File: config.mk
export PLATFORM = sky130hd
export DESIGN_NAME = arm_ik_isqrt
export DESIGN_NICKNAME = d
export VERILOG_FILES = /design/src/rtl/core/arm_ik_pkg.sv /design/src/rtl/core/arm_ik_isqrt.sv
export SDC_FILE = /design/constraint.sdc
export NUM_CORES = 2
export LEC_CHECK = 0
export BUFFER_PORTS_ARGS = -buffer_cell sky130_fd_sc_hd__clkbuf_2
export CAP_MARGIN = 30
export CORE_UTILIZATION = 69
export CTS_BUF_LIST = sky130_fd_sc_hd__clkbuf_4 sky130_fd_sc_hd__clkbuf_8 sky130_fd_sc_hd__clkbuf_16
export DETAILED_ROUTE_END_ITERATION = 7
export HOLD_SLACK_MARGIN = 0.08
export PLACE_DENSITY = 0.86
export SLEW_MARGIN = 20
export SYNTH_ARGS = -nofsm -noshare
export SYNTH_HDL_FRONTEND = slang
export SYNTH_SLANG_ARGS = --single-unit
File: constraint.sdc
create_clock -name aclk -period 9.8 [get_ports aclk]
set_clock_uncertainty 0.2 [all_clocks]
set_input_delay 1.96 -clock aclk [delete_from_list [all_inputs] [get_ports aclk]]
set_output_delay 1.96 -clock aclk [all_outputs]
set_load 0.01 [all_outputs]
File: src/rtl/core/arm_ik_pkg.sv
`timescale 1ns / 1ps

package arm_ik_pkg;

    // Default build parameters
    localparam int COORD_WIDTH   = 16;
    localparam int CORDIC_STAGES = 16;

    // Configuration registers
    localparam int CFG_W     = 15;
    localparam int CFG_IDX_W = 2;
    localparam logic [CFG_W-1:0] CFG_RESET = 15'd819;

    typedef enum logic [CFG_IDX_W-1:0] {
        REG_BASE_HEIGHT = 2'd0,
        REG_UPPER_LINK  = 2'd1,
        REG_LOWER_LINK  = 2'd2
    } cfg_reg_t;

    // Datapath widths
    localparam int VEC_W  = 49;   // signed vector components entering the CORDIC
    localparam int ZW     = 24;   // Q20 angle accumulator
    localparam int ROOT_W = 31;   // root of the 62-bit sine radicand
    localparam int XC_W   = 17;   // clamped coordinate after the coarse reach test
    localparam int NUM_W  = 32;   // clamped cosine-law numerator

    localparam logic signed [ZW-1:0] PI_Q20 = 24'sd3294198;

    // Output angle limits, Q12 radians
    localparam int SH_MIN = -25736;
    localparam int SH_MAX = 12868;
    localparam int EL_MAX = 12868;

    // Sideband carried through the square root pipeline
    typedef struct packed {
        logic [15:0]             y16;
        logic                    far;
        logic signed [XC_W-1:0]  dzc;
        logic signed [XC_W-1:0]  xc;
        logic signed [NUM_W-1:0] numc;
    } sq_side_t;

    // Sideband carried through the CORDIC pipeline
    typedef struct packed {
        logic [15:0] y16;
        logic        far;
    } cd_side_t;

    // Arctangent of 2^-i in Q20 radians
    function automatic logic signed [ZW-1:0] atan_q20(input int i);
        logic signed [ZW-1:0] a;
        case (i)
            0:       a = 24'sd823550;
            1:       a = 24'sd486170;
            2:       a = 24'sd256879;
            3:       a = 24'sd130396;
            4:       a = 24'sd65451;
            5:       a = 24'sd32757;
            6:       a = 24'sd16383;
            7:       a = 24'sd8192;
            8:       a = 24'sd4096;
            9:       a = 24'sd2048;
            10:      a = 24'sd1024;
            11:      a = 24'sd512;
            12:      a = 24'sd256;
            13:      a = 24'sd128;
            14:      a = 24'sd64;
            15:      a = 24'sd32;
            16:      a = 24'sd16;
            17:      a = 24'sd8;
            18:      a = 24'sd4;
            19:      a = 24'sd2;
            20:      a = 24'sd1;
            default: a = 24'sd0;
        endcase
        return a;
    endfunction

endpackage

File: src/rtl/core/arm_ik_isqrt.sv
`timescale 1ns / 1ps

module arm_ik_isqrt #(
    parameter int RW     = arm_ik_pkg::ROOT_W,
    parameter int SIDE_W = 1
) (
    input  logic              aclk,
    input  logic              aresetn,
    input  logic              en,
    input  logic              in_valid,
    input  logic [2*RW-1:0]   in_rad,
    input  logic [SIDE_W-1:0] in_side,
    output logic              out_valid,
    output logic [RW-1:0]     out_root,
    output logic [SIDE_W-1:0] out_side
);

    localparam int REMW = RW + 3;

    logic [REMW-1:0]   rem_reg  [RW];
    logic [RW-1:0]     q_reg    [RW];
    logic [2*RW-1:0]   rad_reg  [RW];
    logic              v_reg    [RW];
    logic [SIDE_W-1:0] side_reg [RW];

    // One root bit per stage, two radicand bits brought down each time
    for (genvar j = 0; j < RW; j++) begin : g_stage
        logic [REMW-1:0]   rem_in;
        logic [RW-1:0]     q_in;
        logic [2*RW-1:0]   rad_in;
        logic              v_in;
        logic [SIDE_W-1:0] side_in;
        logic [REMW-1:0]   cur;
        logic [REMW-1:0]   trial;
        logic              ge;

        if (j == 0) begin : g_first
            assign rem_in  = '0;
            assign q_in    = '0;
            assign rad_in  = in_rad;
            assign v_in    = in_valid;
            assign side_in = in_side;
        end else begin : g_next
            assign rem_in  = rem_reg[j-1];
            assign q_in    = q_reg[j-1];
            assign rad_in  = rad_reg[j-1];
            assign v_in    = v_reg[j-1];
            assign side_in = side_reg[j-1];
        end

        assign cur   = {rem_in[REMW-3:0], rad_in[2*RW-1 -: 2]};
        assign trial = REMW'({q_in, 2'b01});
        assign ge    = (cur >= trial);

        always_ff @(posedge aclk) begin
            if (!aresetn) begin
                v_reg[j] <= 1'b0;
            end else if (en) begin
                v_reg[j] <= v_in;
            end
        end

        always_ff @(posedge aclk) begin
            if (en) begin
                q_reg[j]    <= {q_in[RW-2:0], ge};
                side_reg[j] <= side_in;
            end
        end

        // Remainder and radicand are not needed past the last stage
        if (j < RW - 1) begin : g_carry
            always_ff @(posedge aclk) begin
                if (en) begin
                    rem_reg[j] <= ge ? (cur - trial) : cur;
                    rad_reg[j] <= {rad_in[2*RW-3:0], 2'b00};
                end
            end
        end
    end

    assign out_valid = v_reg[RW-1];
    assign out_root  = q_reg[RW-1];
    assign out_side  = side_reg[RW-1];

endmodule

==> flow_summary.json <==
{
  "status": "completed",
  "fin_area_um2": 122000,
  "start_util_pct": 69.8,
  "drc_errors": 0,
  "rr_startpoint": "rem_reg[1][0]$_DFFE_PP_",
  "switching_share_pct": 28.2,
  "post-route-min-period_ns": 4.37,
  "grt_overflow": 0,
  "yosys.area.top_type": "edfxtp_1",
  "syn_area_um2": 111000,
  "hp-class": "register to register",
  "drtIter0Drc": 6435,
  "fin_tns_setup_ns": 0,
  "p_leak_uw": 0.0464,
  "rr_worst_depth": 11,
  "area.growth.synth_to_final_pct": 9.87,
  "setup_viol": 0,
  "dpl_cell_area_um2": 114000,
  "synth.area.top_cells": "edfxtp_1 (65%), ha_1 (6.0%), xnor2_1 (3.2%)",
  "htree_num_levels": 4,
  "worstHoldEndpoint": "rad_reg[1][353]$_DFFE_PP_",
  "yosys.area.top_type_share_pct": 65.0,
  "relSlewSlack_pct": 20.7,
  "core_um2": 159000,
  "p_int_uw": 20700,
  "rsz0062_at_grt": "no",
  "crit_type": "register to register",
  "synthTopCellsByCount": "edfxtp_1 (2400), inv_1 (655), nand2_1 (639)",
  "synthArstFlopShare_pct": 0,
  "tritoncts": "built",
  "cts_resized": 0,
  "switching_power_uw": 8120,
  "timing.fmax_mhz": 229,
  "worstReg2RegEnd": "rem_reg[1][64]$_DFFE_PP_",
  "synth.most_common_cell": "edfxtp_1",
  "p_comb_share_pct": 20.3,
  "cts_setup_buffers": 0,
  "critPathRequiredTime_ns": 10.19,
  "path_cells": "ha_1 -> nor2b_1 -> o31ai_1 -> a311oi_1 -> o21a_1 -> o2111ai_1 -> nand3_1 -> buf_4 -> o211ai_1 -> nor3b_1 -> xor2_1",
  "root_buffer": "clkbuf_16",
  "clock-sinks": 2401,
  "io_buffers": 99,
  "arrival_ns": 4.76,
  "wl_mm": 230,
  "cap_violations": 0,
  "fillers": 9314,
  "dpl.hpwl_mm": 157,
  "grt_antenna_before_repair": 3,
  "die_h_um": 403,
  "grt_pass1_vias": 67200,
  "wire_per_inst_um": 20.9,
  "post_synth.cell_area_avg_um2": 13.0,
  "synth.net_count": 9104,
  "maxSlewViolCount": 0,
  "grt_pass1_wl_mm": 360,
  "clock_latency_ns": 0.85,
  "grt_max_degree": 200,
  "clk_pin_slew_ns": 0.06,
  "std_cell_rows": 146,
  "vdd_ir_drop_max_uv": 225,
  "yosysWarnings": 0,
  "hold_viol_final": 0,
  "clock_path_buffers": 3,
  "ys_seq_elements": 2401,
  "path_max_fanout": 20,
  "holdPathStages": 0,
  "synth_edf_count": 2400,
  "finalNetCount": 9323,
  "p_per_area_nw_per_um2": 236,
  "grt_usage_pct": 28.2,
  "syn_inst": 8509,
  "ios": 100,
  "ctsHoldBuffers": 0,
  "timing.reg2reg.setup_slack_ns": 5.43,
  "drive_above_1_share_pct": 7.76,
  "place_congestion": 0.951,
  "worst_pin_slew_ns": 1.19,
  "worstSetupEndpointType": "register",
  "drtAntennaViolNets": 0,
  "clkPwrFrac_pct": 31.5,
  "largest_reg_flops": 930,
  "n_antenna_cell": 0,
  "power_frac_seq_pct": 48.2,
  "fin_util_pct": 76.7,
  "critPathSlowestCell": "nand3_1",
  "dr.pass1.iters": 8,
  "fp.dieW_um": 403,
  "ys_seq_area_share_pct": 65.0,
  "worst_hold_startpoint": "rad_reg[1][291]$_DFFE_PP_",
  "die_area_um2": 162000,
  "numCtsBuffers": 227,
  "cp-start-kind": "register",
  "viasPerCell": 6.22,
  "num_vias": 68300,
  "ys.flop_type": "edfxtp_1",
  "finalCritPeriodShare_pct": 44.6,
  "synth_cell_types": 94,
  "cpPeakStageDelay_ns": 0.64
}
[per-stage QoR]
step / hold slack, ns / worst slack, ns / power [uW] / std cells
floorplan: 0.200 / 6.31 / 17900 / 8509
global placement: 0.200 / 4.92 / 19500 / 10600
detailed placement: 0.205 / 4.81 / 19700 / 10600
CTS: 0.199 / 5.54 / 28800 / 11000
global route: 0.218 / 5.33 / 30000 / 11000
finish: 0.206 / 5.43 / 28800 / 11000
[placed cells by master (no fill, tap or decap), drive strengths merged, types with 89 or more instances in the layout]
cell type / instances
nand2b: 116
ha: 528
xor2: 350
nor2: 427
inv: 661
o21a: 94
xnor2: 408
nor3: 217
nor4: 107
a21o: 182
nand3: 141
clkinv: 93
nor2b: 89
o21ai: 535
a21oi: 467
edfxtp: 2400
nand2: 639
clkbuf: 378
[final cells by class]
type	count	area, um^2	area share (%)
Clock buffer	279	6140	5.04
Clock inverter	143	1660	1.36
Inverter	658	2470	2.03
Multi-Input combinational cell	5284	35800	29.4
Sequential cell	2401	72100	59.2
Tap cell	2072	2590	2.13
Timing Repair Buffer	156	1090	0.893
[critical path, delay by kind of cell, from the launching register on]
| kind | cells | cell delay [ns] |
|---|---|---|
| fa+ha+maj | 1 | 0.37 |
| buf+inv | 1 | 0.49 |
| xor+xnor | 1 | 0.17 |
| flops | 1 | 0.42 |
| compound gates | 5 | 1.57 |
| simple gates | 3 | 0.93 |
[per-layer routing]
layer / global-route usage [%] / vias up / share of wire, %
li1: - / 31900 / -
met1: 35.2 / 33000 / 39
met2: 49.4 / 2788 / 51
met3: 4.12 / 640 / 6.1
met4: 11.7 / 4 / 4.4
met5: 0 / - / 0.016
[cell families (layout without fill, tap and decap cells)]
family          after synthesis  in the layout  synth area share [%]
buf+inv                     824           1236                  2.82
compound gates             1708           1708                  9.46
simple gates               2198           2198                  9.87
fa+ha+maj                   528            528                  5.96
flops                      2401           2401                  65.0
xor+xnor                    758            758                  5.99
other cells                   1              1               0.00338
mux                          91             91                 0.908
[worst max path at each step]
stage,from,to,slack [ns]
floorplan,rem_reg[1][51]$_DFFE_PP_,rem_reg[1][68]$_DFFE_PP_,6.31
global placement,en,rem_reg[0][500]$_DFFE_PP_,4.92
detailed placement,en,rem_reg[0][500]$_DFFE_PP_,4.81
CTS,rem_reg[1][0]$_DFFE_PP_,rem_reg[1][64]$_DFFE_PP_,5.54
global route,rem_reg[1][0]$_DFFE_PP_,rem_reg[1][58]$_DFFE_PP_,5.33
finish,rem_reg[1][0]$_DFFE_PP_,rem_reg[1][64]$_DFFE_PP_,5.43
[power by group through the flow]
stage | Sequential [uW] | Clock (uW) | Combinational, uW
2_1_floorplan | 13600 | 0 | 4280
3_3_place_gp | 14000 | 0 | 5450
3_5_place_dp | 14000 | 0 | 5660
4_1_cts | 13900 | 9180 | 5760
5_1_grt | 14000 | 9560 | 6420
6_report | 13900 | 9050 | 5850
Note: power is estimated with default switching activity, not from simulation.
